==> src/rtl/core/modbus_rtu_frame_builder_defines.svh <==
// Assertion macros for the Modbus RTU frame builder.
// Used by the top level; expects i_clk and i_rst_n in the including scope.
`ifndef MODBUS_RTU_FRAME_BUILDER_DEFINES_SVH
`define MODBUS_RTU_FRAME_BUILDER_DEFINES_SVH

`ifndef SYNTHESIS

// Condition that must hold at every clock edge out of reset.
`define MRFB_ASSERT(label, cond, msg) \
    label: assert property (@(posedge i_clk) disable iff (!i_rst_n) (cond)) \
        else $error(msg);

// Implication checked at every clock edge out of reset.
`define MRFB_ASSERT_IMPL(label, ante, cons, msg) \
    label: assert property (@(posedge i_clk) disable iff (!i_rst_n) \
        (ante) |-> (cons)) else $error(msg);

`else

`define MRFB_ASSERT(label, cond, msg)
`define MRFB_ASSERT_IMPL(label, ante, cons, msg)

`endif

`endif

==> src/rtl/core/mrfb_pkg.sv <==
// Shared types, constants and the CRC-16/MODBUS byte update for the frame builder.
// No dependencies; the front, queue, back and top level refer to it by scoped names.
package mrfb_pkg;

    // Input item: one payload byte.
    typedef struct packed {
        logic [7:0] data_byte;
        logic [7:0] packet_length;
        logic       last_byte;
    } t_in_item;

    // Result item: one frame byte.
    typedef struct packed {
        logic [7:0] frame_byte;
        logic       frame_end;
        logic       run_last;
    } t_out_item;

    // Classified payload byte handed from the front to the back.
    typedef struct packed {
        logic [7:0] data_byte;
        logic [7:0] packet_length;
        logic       header;
        logic       marker;
        logic       close;
    } t_cmd;

    // Sequencer step of the back.
    typedef logic [4:0] t_step;

    localparam t_step STEP_BC0     = 5'd0;
    localparam t_step STEP_BC1     = 5'd1;
    localparam t_step STEP_BC2     = 5'd2;
    localparam t_step STEP_BC3     = 5'd3;
    localparam t_step STEP_BC4     = 5'd4;
    localparam t_step STEP_BC5     = 5'd5;
    localparam t_step STEP_BC_CRCL = 5'd6;
    localparam t_step STEP_BC_CRCH = 5'd7;
    localparam t_step STEP_H_SLAVE = 5'd8;
    localparam t_step STEP_H_FUNC  = 5'd9;
    localparam t_step STEP_H_REGH  = 5'd10;
    localparam t_step STEP_H_REGL  = 5'd11;
    localparam t_step STEP_H_WCH   = 5'd12;
    localparam t_step STEP_H_WCL   = 5'd13;
    localparam t_step STEP_H_BCNT  = 5'd14;
    localparam t_step STEP_DATA    = 5'd15;
    localparam t_step STEP_CRCL    = 5'd16;
    localparam t_step STEP_CRCH    = 5'd17;

    // Status of the back, seen by the top level.
    typedef struct packed {
        logic  busy;
        t_step step;
    } t_back_status;

    // Configuration register indexes.
    typedef logic [1:0] t_cfg_index;
    localparam t_cfg_index CFG_SLAVE_ADDRESS    = 2'd0;
    localparam t_cfg_index CFG_FUNCTION_CODE    = 2'd1;
    localparam t_cfg_index CFG_REGISTER_ADDRESS = 2'd2;

    localparam logic [7:0]  SLAVE_ADDRESS_RESET    = 8'd1;
    localparam logic [7:0]  FUNCTION_CODE_RESET    = 8'd16;
    localparam logic [15:0] REGISTER_ADDRESS_RESET = 16'd0;

    // Marker bytes and the broadcast write-single-coil frame contents.
    localparam logic [7:0] MARKER_COIL33 = 8'hD2;
    localparam logic [7:0] MARKER_COIL32 = 8'hCF;
    localparam logic [7:0] BC_ADDRESS    = 8'h00;
    localparam logic [7:0] BC_FUNCTION   = 8'd5;
    localparam logic [7:0] BC_COIL_HI    = 8'h00;
    localparam logic [7:0] BC_COIL33     = 8'd33;
    localparam logic [7:0] BC_COIL32     = 8'd32;
    localparam logic [7:0] BC_VALUE_HI   = 8'hFF;
    localparam logic [7:0] BC_VALUE_LO   = 8'h00;
    localparam logic [7:0] WORD_COUNT_HI = 8'h00;

    localparam logic [15:0] CRC_INIT = 16'hFFFF;
    localparam logic [15:0] CRC_POLY = 16'hA001;

    // One byte of the reflected CRC-16/MODBUS, one bit per loop pass.
    function automatic logic [15:0] crc_feed(input logic [15:0] crc, input logic [7:0] b);
        logic [15:0] c;
        c = crc ^ {8'h00, b};
        for (int i = 0; i < 8; i++) begin
            if (c[0]) begin
                c = (c >> 1) ^ CRC_POLY;
            end else begin
                c = c >> 1;
            end
        end
        return c;
    endfunction

endpackage

==> src/rtl/core/mrfb_front.sv <==
// Front of the frame builder: accepts payload bytes and classifies them.
// Depends on mrfb_pkg; feeds the command queue.
module mrfb_front #(
    parameter int MAX_PACKET_BYTES = 255
) (
    input  logic              i_clk,
    input  logic              i_rst_n,
    input  logic              i_push,
    input  mrfb_pkg::t_in_item i_item,
    input  logic              i_q_full,
    output logic              o_q_push,
    output mrfb_pkg::t_cmd    o_cmd
);

    localparam int PW = $clog2(MAX_PACKET_BYTES + 1);

    logic          r_inside;
    logic [PW-1:0] r_pos;
    logic          n_inside;
    logic [PW-1:0] n_pos;
    logic [PW:0]   pos_next;
    logic          accept;
    logic          header;
    logic          close;

    assign accept = i_push && !i_q_full;
    assign header = !r_inside;

    // Count the byte and decide whether it closes the packet.
    always_comb begin
        pos_next = header ? (PW + 1)'(1) : ({1'b0, r_pos} + (PW + 1)'(1));
        close    = i_item.last_byte || (pos_next >= (PW + 1)'(MAX_PACKET_BYTES));
        n_inside = r_inside;
        n_pos    = r_pos;
        if (accept) begin
            n_inside = !close;
            n_pos    = close ? '0 : pos_next[PW-1:0];
        end
    end

    always_ff @(posedge i_clk) begin
        if (!i_rst_n) begin
            r_inside <= 1'b0;
            r_pos    <= '0;
        end else begin
            r_inside <= n_inside;
            r_pos    <= n_pos;
        end
    end

    // Command for the back.
    always_comb begin
        o_q_push            = accept;
        o_cmd.data_byte     = i_item.data_byte;
        o_cmd.packet_length = i_item.packet_length;
        o_cmd.header        = header;
        o_cmd.marker        = header && ((i_item.data_byte == mrfb_pkg::MARKER_COIL33) ||
                                         (i_item.data_byte == mrfb_pkg::MARKER_COIL32));
        o_cmd.close         = close;
    end

endmodule

==> src/rtl/core/mrfb_cmd_queue.sv <==
// Two-entry command queue between the front and the back.
// Depends on mrfb_pkg for the command type.
module mrfb_cmd_queue (
    input  logic           i_clk,
    input  logic           i_rst_n,
    input  logic           i_push,
    input  mrfb_pkg::t_cmd i_cmd,
    input  logic           i_pop,
    output logic           o_full,
    output logic           o_valid,
    output mrfb_pkg::t_cmd o_cmd
);

    mrfb_pkg::t_cmd r_slot [2];
    logic           r_wr_ptr;
    logic           r_rd_ptr;
    logic [1:0]     r_count;

    assign o_full  = (r_count == 2'd2);
    assign o_valid = (r_count != 2'd0);
    assign o_cmd   = r_slot[r_rd_ptr];

    // Storage is written on every push transfer.
    always_ff @(posedge i_clk) begin
        if (i_push) begin
            r_slot[r_wr_ptr] <= i_cmd;
        end
    end

    // Pointers and fill count.
    always_ff @(posedge i_clk) begin
        if (!i_rst_n) begin
            r_wr_ptr <= 1'b0;
            r_rd_ptr <= 1'b0;
            r_count  <= 2'd0;
        end else begin
            if (i_push) begin
                r_wr_ptr <= !r_wr_ptr;
            end
            if (i_pop) begin
                r_rd_ptr <= !r_rd_ptr;
            end
            case ({i_push, i_pop})
                2'b10:   r_count <= r_count + 2'd1;
                2'b01:   r_count <= r_count - 2'd1;
                default: r_count <= r_count;
            endcase
        end
    end

endmodule

==> src/rtl/core/mrfb_back.sv <==
// Back of the frame builder: steps through the frame bytes of each command,
// keeps both CRCs and holds the result register. Depends on mrfb_pkg.
module mrfb_back (
    input  logic                    i_clk,
    input  logic                    i_rst_n,
    input  logic                    i_q_valid,
    input  mrfb_pkg::t_cmd          i_q_cmd,
    output logic                    o_q_pop,
    input  logic [7:0]              i_slave_address,
    input  logic [7:0]              i_function_code,
    input  logic [15:0]             i_register_address,
    input  logic                    i_pop,
    output logic                    o_valid,
    output mrfb_pkg::t_out_item     o_result,
    output mrfb_pkg::t_back_status  o_status
);

    logic                r_busy;
    mrfb_pkg::t_step     r_step;
    mrfb_pkg::t_cmd      r_cmd;
    logic [15:0]         r_bc_crc;
    logic [15:0]         r_crc;
    logic                r_out_valid;
    mrfb_pkg::t_out_item r_out;

    logic                advance;
    logic                final_step;
    logic                finish;
    logic                load;
    logic [7:0]          cur_byte;
    logic                cur_end;
    logic [8:0]          len_plus;
    mrfb_pkg::t_step     start_step;

    assign len_plus = {1'b0, r_cmd.packet_length} + 9'd1;

    // Byte of the current step.
    always_comb begin
        cur_byte = 8'h00;
        cur_end  = 1'b0;
        unique case (r_step)
            mrfb_pkg::STEP_BC0:     cur_byte = mrfb_pkg::BC_ADDRESS;
            mrfb_pkg::STEP_BC1:     cur_byte = mrfb_pkg::BC_FUNCTION;
            mrfb_pkg::STEP_BC2:     cur_byte = mrfb_pkg::BC_COIL_HI;
            mrfb_pkg::STEP_BC3:     cur_byte = (r_cmd.data_byte == mrfb_pkg::MARKER_COIL33) ?
                                               mrfb_pkg::BC_COIL33 : mrfb_pkg::BC_COIL32;
            mrfb_pkg::STEP_BC4:     cur_byte = mrfb_pkg::BC_VALUE_HI;
            mrfb_pkg::STEP_BC5:     cur_byte = mrfb_pkg::BC_VALUE_LO;
            mrfb_pkg::STEP_BC_CRCL: cur_byte = r_bc_crc[7:0];
            mrfb_pkg::STEP_BC_CRCH: begin
                cur_byte = r_bc_crc[15:8];
                cur_end  = 1'b1;
            end
            mrfb_pkg::STEP_H_SLAVE: cur_byte = i_slave_address;
            mrfb_pkg::STEP_H_FUNC:  cur_byte = i_function_code;
            mrfb_pkg::STEP_H_REGH:  cur_byte = i_register_address[15:8];
            mrfb_pkg::STEP_H_REGL:  cur_byte = i_register_address[7:0];
            mrfb_pkg::STEP_H_WCH:   cur_byte = mrfb_pkg::WORD_COUNT_HI;
            mrfb_pkg::STEP_H_WCL:   cur_byte = len_plus[8:1];
            mrfb_pkg::STEP_H_BCNT:  cur_byte = r_cmd.packet_length;
            mrfb_pkg::STEP_DATA:    cur_byte = r_cmd.data_byte;
            mrfb_pkg::STEP_CRCL:    cur_byte = r_crc[7:0];
            mrfb_pkg::STEP_CRCH: begin
                cur_byte = r_crc[15:8];
                cur_end  = 1'b1;
            end
            default: begin
                cur_byte = 8'h00;
                cur_end  = 1'b0;
            end
        endcase
    end

    // Sequencing: one byte per cycle while the result register is free.
    always_comb begin
        advance    = r_busy && (!r_out_valid || i_pop);
        final_step = (r_step == mrfb_pkg::STEP_CRCH) ||
                     ((r_step == mrfb_pkg::STEP_DATA) && !r_cmd.close);
        finish     = advance && final_step;
        load       = i_q_valid && (!r_busy || finish);
        if (i_q_cmd.marker) begin
            start_step = mrfb_pkg::STEP_BC0;
        end else if (i_q_cmd.header) begin
            start_step = mrfb_pkg::STEP_H_SLAVE;
        end else begin
            start_step = mrfb_pkg::STEP_DATA;
        end
    end

    assign o_q_pop = load;

    always_ff @(posedge i_clk) begin
        if (!i_rst_n) begin
            r_busy <= 1'b0;
            r_step <= mrfb_pkg::STEP_BC0;
        end else if (load) begin
            r_busy <= 1'b1;
            r_step <= start_step;
        end else if (finish) begin
            r_busy <= 1'b0;
        end else if (advance) begin
            r_step <= r_step + 5'd1;
        end
    end

    always_ff @(posedge i_clk) begin
        if (load) begin
            r_cmd <= i_q_cmd;
        end
    end

    // CRC updates: broadcast frame on its six body bytes, main frame on header and data.
    always_ff @(posedge i_clk) begin
        if (!i_rst_n) begin
            r_bc_crc <= mrfb_pkg::CRC_INIT;
            r_crc    <= mrfb_pkg::CRC_INIT;
        end else if (advance) begin
            if (r_step <= mrfb_pkg::STEP_BC5) begin
                r_bc_crc <= mrfb_pkg::crc_feed((r_step == mrfb_pkg::STEP_BC0) ?
                                               mrfb_pkg::CRC_INIT : r_bc_crc, cur_byte);
            end
            if ((r_step >= mrfb_pkg::STEP_H_SLAVE) && (r_step <= mrfb_pkg::STEP_DATA)) begin
                r_crc <= mrfb_pkg::crc_feed((r_step == mrfb_pkg::STEP_H_SLAVE) ?
                                            mrfb_pkg::CRC_INIT : r_crc, cur_byte);
            end
        end
    end

    // Result register: filled on each step, emptied by a pop transfer.
    always_ff @(posedge i_clk) begin
        if (!i_rst_n) begin
            r_out_valid <= 1'b0;
        end else if (advance) begin
            r_out_valid <= 1'b1;
        end else if (i_pop) begin
            r_out_valid <= 1'b0;
        end
    end

    always_ff @(posedge i_clk) begin
        if (advance) begin
            r_out.frame_byte <= cur_byte;
            r_out.frame_end  <= cur_end;
            r_out.run_last   <= final_step;
        end
    end

    assign o_valid       = r_out_valid;
    assign o_result      = r_out;
    assign o_status.busy = r_busy;
    assign o_status.step = r_step;

endmodule

==> src/rtl/core/modbus_rtu_frame_builder.sv <==
// Top level of the Modbus RTU write-registers frame builder.
// Depends on mrfb_pkg, mrfb_front, mrfb_cmd_queue, mrfb_back and the defines header.
//
//   Channel   Handshake                 Payload
//   input     push / full               i_item   (data_byte, packet_length, last_byte)
//   result    empty / pop               o_result (frame_byte, frame_end, run_last)
//   config    i_cfg_valid / o_cfg_ready i_cfg_index, i_cfg_data
//
// The back sends one frame byte per clock cycle while the result register is free: a
// middle payload byte gives one frame byte, a closing byte three, a packet's first byte
// seven more (header) and a marker first byte eight more (broadcast), at most 18 bytes.
// Input bytes are taken every cycle while the two-entry command queue has room.
// Reset is synchronous; it restores the register defaults and empties queue and output.
// A stalled pop holds the result register and stops the back; the front keeps going.
`include "modbus_rtu_frame_builder_defines.svh"

module modbus_rtu_frame_builder #(
    parameter int MAX_PACKET_BYTES = 255
) (
    input  logic                 i_clk,
    input  logic                 i_rst_n,
    input  logic                 push,
    output logic                 full,
    input  mrfb_pkg::t_in_item   i_item,
    output logic                 empty,
    input  logic                 pop,
    output mrfb_pkg::t_out_item  o_result,
    input  logic                 i_cfg_valid,
    output logic                 o_cfg_ready,
    input  mrfb_pkg::t_cfg_index i_cfg_index,
    input  logic [15:0]          i_cfg_data
);

    logic [7:0]             r_slave_address;
    logic [7:0]             r_function_code;
    logic [15:0]            r_register_address;

    logic                   q_full;
    logic                   q_push;
    mrfb_pkg::t_cmd         front_cmd;
    logic                   q_valid;
    mrfb_pkg::t_cmd         q_cmd;
    logic                   q_pop;
    logic                   out_valid;
    mrfb_pkg::t_back_status back_status;

    // Configuration registers; indexes beyond the list are ignored.
    assign o_cfg_ready = 1'b1;

    always_ff @(posedge i_clk) begin
        if (!i_rst_n) begin
            r_slave_address    <= mrfb_pkg::SLAVE_ADDRESS_RESET;
            r_function_code    <= mrfb_pkg::FUNCTION_CODE_RESET;
            r_register_address <= mrfb_pkg::REGISTER_ADDRESS_RESET;
        end else if (i_cfg_valid && o_cfg_ready) begin
            unique case (i_cfg_index)
                mrfb_pkg::CFG_SLAVE_ADDRESS:    r_slave_address    <= i_cfg_data[7:0];
                mrfb_pkg::CFG_FUNCTION_CODE:    r_function_code    <= i_cfg_data[7:0];
                mrfb_pkg::CFG_REGISTER_ADDRESS: r_register_address <= i_cfg_data;
                default: begin
                    r_slave_address <= r_slave_address;
                end
            endcase
        end
    end

    // Front: accept and classify payload bytes.
    mrfb_front #(
        .MAX_PACKET_BYTES(MAX_PACKET_BYTES)
    ) u_front (
        .i_clk    (i_clk),
        .i_rst_n  (i_rst_n),
        .i_push   (push),
        .i_item   (i_item),
        .i_q_full (q_full),
        .o_q_push (q_push),
        .o_cmd    (front_cmd)
    );

    assign full = q_full;

    // Command queue between front and back.
    mrfb_cmd_queue u_queue (
        .i_clk   (i_clk),
        .i_rst_n (i_rst_n),
        .i_push  (q_push),
        .i_cmd   (front_cmd),
        .i_pop   (q_pop),
        .o_full  (q_full),
        .o_valid (q_valid),
        .o_cmd   (q_cmd)
    );

    // Back: frame byte sequencer and result register.
    mrfb_back u_back (
        .i_clk              (i_clk),
        .i_rst_n            (i_rst_n),
        .i_q_valid          (q_valid),
        .i_q_cmd            (q_cmd),
        .o_q_pop            (q_pop),
        .i_slave_address    (r_slave_address),
        .i_function_code    (r_function_code),
        .i_register_address (r_register_address),
        .i_pop              (pop),
        .o_valid            (out_valid),
        .o_result           (o_result),
        .o_status           (back_status)
    );

    assign empty = !out_valid;

    // The queue can only fill up behind a busy back.
    `MRFB_ASSERT_IMPL(a_full_busy, q_full, back_status.busy, "queue full while back idle")
    // The sequencer never runs past the CRC high byte.
    `MRFB_ASSERT_IMPL(a_step_range, back_status.busy,
        back_status.step <= mrfb_pkg::STEP_CRCH, "back step out of range")
    // A broadcast frame end is always followed by a header, so the back stays busy.
    `MRFB_ASSERT_IMPL(a_bc_then_header, !empty && o_result.frame_end && !o_result.run_last,
        back_status.busy, "broadcast frame ended without a header following")

endmodule
==> config.mk <==
export PLATFORM = sky130hd
export DESIGN_NAME = modbus_rtu_frame_builder
export DESIGN_NICKNAME = d
export VERILOG_FILES = /design/src/rtl/core/mrfb_pkg.sv /design/src/rtl/core/mrfb_front.sv /design/src/rtl/core/mrfb_cmd_queue.sv /design/src/rtl/core/mrfb_back.sv /design/src/rtl/core/modbus_rtu_frame_builder.sv
export VERILOG_INCLUDE_DIRS = /design/src /design/src/rtl/core
export SDC_FILE = /design/constraint.sdc
export NUM_CORES = 1
export LEC_CHECK = 0
export BUFFER_PORTS_ARGS = -buffer_cell sky130_fd_sc_hd__buf_4
export CORE_ASPECT_RATIO = 2
export CORE_MARGIN = 4
export CORE_UTILIZATION = 65
export DETAILED_ROUTE_END_ITERATION = 8
export GPL_ROUTABILITY_DRIVEN = 0
export PLACE_DENSITY = 0.85
export RECOVER_POWER = 50
export SETUP_SLACK_MARGIN = 0.5
export SYNTH_ARGS = -nofsm -noshare
export SYNTH_HDL_FRONTEND = slang
export SYNTH_SLANG_ARGS = --single-unit
==> constraint.sdc <==
create_clock -name i_clk -period 6.2 [get_ports i_clk]
set_input_delay 1.86 -clock i_clk [delete_from_list [all_inputs] [get_ports i_clk]]
set_output_delay 1.86 -clock i_clk [all_outputs]
set_load 0.05 [all_outputs]
==> results_dict.tcl <==
set metrics [dict create \
    startpoint_type "flip-flop" \
    first_global_vias 5845 \
    reg2reg_setup_slack_ps 1780 \
    critPathMaxStageDelay_ps 1080 \
    pre_cts_ws_ps 1920 \
    num_antenna_cells 0 \
    synth_area_leaders "edfxtp_1 (27%), dfxtp_1 (23%), xnor2_1 (5.3%), nand2_1 (4.1%), nor2_1 (3.6%)" \
    synth_largest_area_cell "edfxtp_1" \
    cp.arrival_ps 4790 \
    ys_dominant_reg_cell "dfxtp_1" \
    r2r_start "u_back.r_step[1]" \
    drive_gt1_share_pct 13.5 \
    critPathSlowestCell "nor4bb_1" \
    ctsHtreeMaxLevel 4 \
    crit_type "flip-flop to flip-flop" \
    die_area_um2 13000 \
    syn_to_final_growth_pct 12.9 \
    ir_worst_vdd_v 0.000424 \
    track_usage_pct 31.2 \
    synth-seq-area-share_pct 50.4 \
    via_count 5756 \
    hold_buffers 0 \
    yosysWarnings 0 \
    pwr-share-clk_pct 25.3 \
    final.setup_skew_ps 8.34 \
    grt_max_degree 50 \
    slew_headroom_pct 11.1 \
    instances_no_fill 902 \
    hpwl_um 13100 \
    hold_path_end "r_register_address[3]" \
    cts_root_buf "clkbuf_16" \
    synth_xor_area_share_pct 8.09 \
    switchingPower_uw 1630 \
    io_pins 53 \
    numClockSinks 150 \
    rows 54 \
    p_sw_share_pct 38.6 \
    antenna_found_initial 0 \
    synth_fp_nets 768 \
    synth_edf_count 65 \
    muxShareOfSynthArea_pct 5.43 \
    synth.cell_area_um2 7260 \
    worst_pin_slew_ps 1320 \
    grt_pass1_wl_um 29800 \
    design_area_um2 8190 \
    initial_utilization_pct 66.3 \
    comb_power_share_pct 39.4 \
    core_region_area_um2 10900 \
    synth_area_per_cell_um2 10.1 \
    synthTopCellsByCount "dfxtp_1 (85), nand2_1 (80), nor2_1 (70), edfxtp_1 (65), xnor2_1 (44)" \
    io_buffers 51 \
    insertion_delay_ps 440 \
    die_x_um 82.7 \
    clock_path_buffers 2 \
    dp.cells 870 \
    synth_top_area_share_pct 26.9 \
    critPathCaptureType "flip-flop" \
    r2r_cells 10 \
    p_leak_uw 0.00316 \
    totalNegativeSetupSlack_ps 0 \
    critical_path_required_ps 6560 \
    path_clk_slew_ps 60 \
    fmax_mhz 226 \
    syn_inst 720 \
    synthAdderAreaFrac_pct 1.38 \
    hold_start "r_register_address[3]" \
    synth_seq_cells 150 \
    synth_top_family_by_area "simple AND/OR/NAND/NOR gates" \
    worst_slack_ps 1780 \
    synth.most_common_cell "dfxtp_1" \
    p_int_uw 2590 \
    dpl-instance-area_um2 7630 \
    crit_fanout 23 \
    final_max_slew_viol_count 0 \
    violations "DRC" \
    wl_um 18700 \
    nFillCells 774 \
    fin_nets 797 \
    powerDensity_nw_per_um2 515 \
    cts_tree "built" \
    cts_setup_buffers 0 \
    drc 6 \
    rsz0062_at_grt "false" \
    worstReg2RegEnd "u_queue.r_count[1]" \
    drv_cap 0 \
    hold_path_class "flip-flop to flip-flop" \
    synthArstFlopShare_pct 0 \
    synth-simple-area-share_pct 17.9 \
    postCtsResizedCells 0 \
    via_per_inst 6.38 \
    setup_viol 0 \
    ant_nets 0 \
    fin_crit_ps 4420 \
    whs_path_depth 2 \
    gr-total-overflow 0 \
    status "finished with violations" \
    first_iter_violations 757 \
    path_cells "inv_1, ha_1, nor4bb_1, a21oi_1, o21ai_0, o21ai_0, inv_1, ha_1, or3_1, a21boi_0" \
    fp.dieH_um 157 \
    finalCritPeriodShare_pct 71.4 \
    first_pass_iters 9 \
    synth_cell_types 66 \
    wl_per_cell_um 20.7 \
    cts_made_buffers 17 \
    p_seq_share_pct 35.3 \
    finalHoldViolCount 0 \
    holdWs_ps 469 \
    synth_compound_area_share_pct 12.7 \
]
cell families after synthesis:
logic type | after synthesis
AND/OR/NAND/NOR | 259
flip-flops | 150
AO/OA/AOI/OAI | 136
buffers and inverters | 68
XOR/XNOR | 61
multiplexers | 37
adder cells (fa/ha/maj) | 8
other | 1
critical path: cells and delay by family, from the launching register on:
family                   cells  cell delay [ps]
AO/OA/AOI/OAI                4              920
adder cells (fa/ha/maj)      2              850
buffers and inverters        2              790
AND/OR/NAND/NOR              2             1440
flip-flops                   1              350
placed cells by master (no fill, tap or decap), types with 5 or more instances in the layout:
master / count
buf_4: 32
nor2b_1: 10
o211ai_1: 16
ha_1: 8
clkbuf_16: 17
inv_6: 5
mux2i_1: 18
a221oi_1: 6
xor2_1: 13
and3b_1: 7
nor3b_1: 6
dfxtp_1: 85
xnor2_1: 44
a22oi_1: 15
o21ai_0: 29
nor2_1: 70
or3_1: 5
nand4_1: 6
and3_1: 9
inv_1: 23
nand2_1: 80
nand3_1: 21
mux2_2: 18
edfxtp_1: 65
nor3_1: 15
clkbuf_4: 9
clkbuf_1: 14
a21oi_1: 36
cell type report:
type	instances	area, um^2	share of cell area [%]
Tap cell	140	175	2.14
Timing Repair Buffer	55	360	4.40
Sequential cell	150	3650	44.6
Multi-Input combinational cell	502	3310	40.3
Clock buffer	17	425	5.19
Inverter	23	86.3	1.05
Clock inverter	15	186	2.28
stage by stage:
step                utilization [%]  total power, uW
finish                         74.9             4220
CTS                            75.3             4200
detailed placement             69.7             3120
floorplan                         -             2750
global placement               69.7             3050
global route                   74.9             4430
power by group through the flow:
stage | Combinational, uW | Clock (uW) | Sequential, uW
floorplan | 1280 | 0 | 1470
global placement | 1560 | 0 | 1480
detailed placement | 1630 | 0 | 1500
CTS | 1650 | 1070 | 1480
global route | 1790 | 1120 | 1510
finish | 1660 | 1070 | 1490
layer usage:
layer | up-vias | wire, um | GRT usage (%)
met2 | 314 | 9480 | 51.1
met3 | 118 | 1300 | 9.68
met4 | 0 | 1840 | 26.0
met5 | - | 0 | 0
met1 | 2689 | 6090 | 31.2
li1 | 2635 | - | -
worst max path at each step:
stage                                start            endpoint  cells after the start
final                     u_back.r_step[1]  u_queue.r_count[1]                     10
after detailed placement  u_back.r_step[1]  u_queue.r_count[1]                     10
after CTS                 u_back.r_step[1]  u_queue.r_count[1]                     10
after floorplan                        pop  u_queue.r_count[1]                      7
after global routing      u_back.r_step[1]  u_queue.r_count[1]                     10
after global placement    u_back.r_step[1]  u_queue.r_count[1]                     10
sequential cells by signal (all words and copies together) (netlist names), named ones only:
| register | cells |
|---|---|
| u_queue.r_wr_ptr | 1 |
| u_back.o_valid | 1 |
| u_queue.r_rd_ptr | 1 |
| u_back.o_result | 10 |
| u_back.r_bc_crc | 16 |
| u_back.r_crc | 16 |
| r_register_address | 16 |
| r_function_code | 8 |
| u_front.r_pos | 8 |
| u_back.r_busy | 1 |
| r_slave_address | 8 |
| u_back.r_step | 5 |
| u_front.r_inside | 1 |
| u_queue.r_count | 2 |
| u_queue.r_slot | 38 |
| u_back.r_cmd | 17 |
Note: power is estimated with default switching activity, not from simulation.
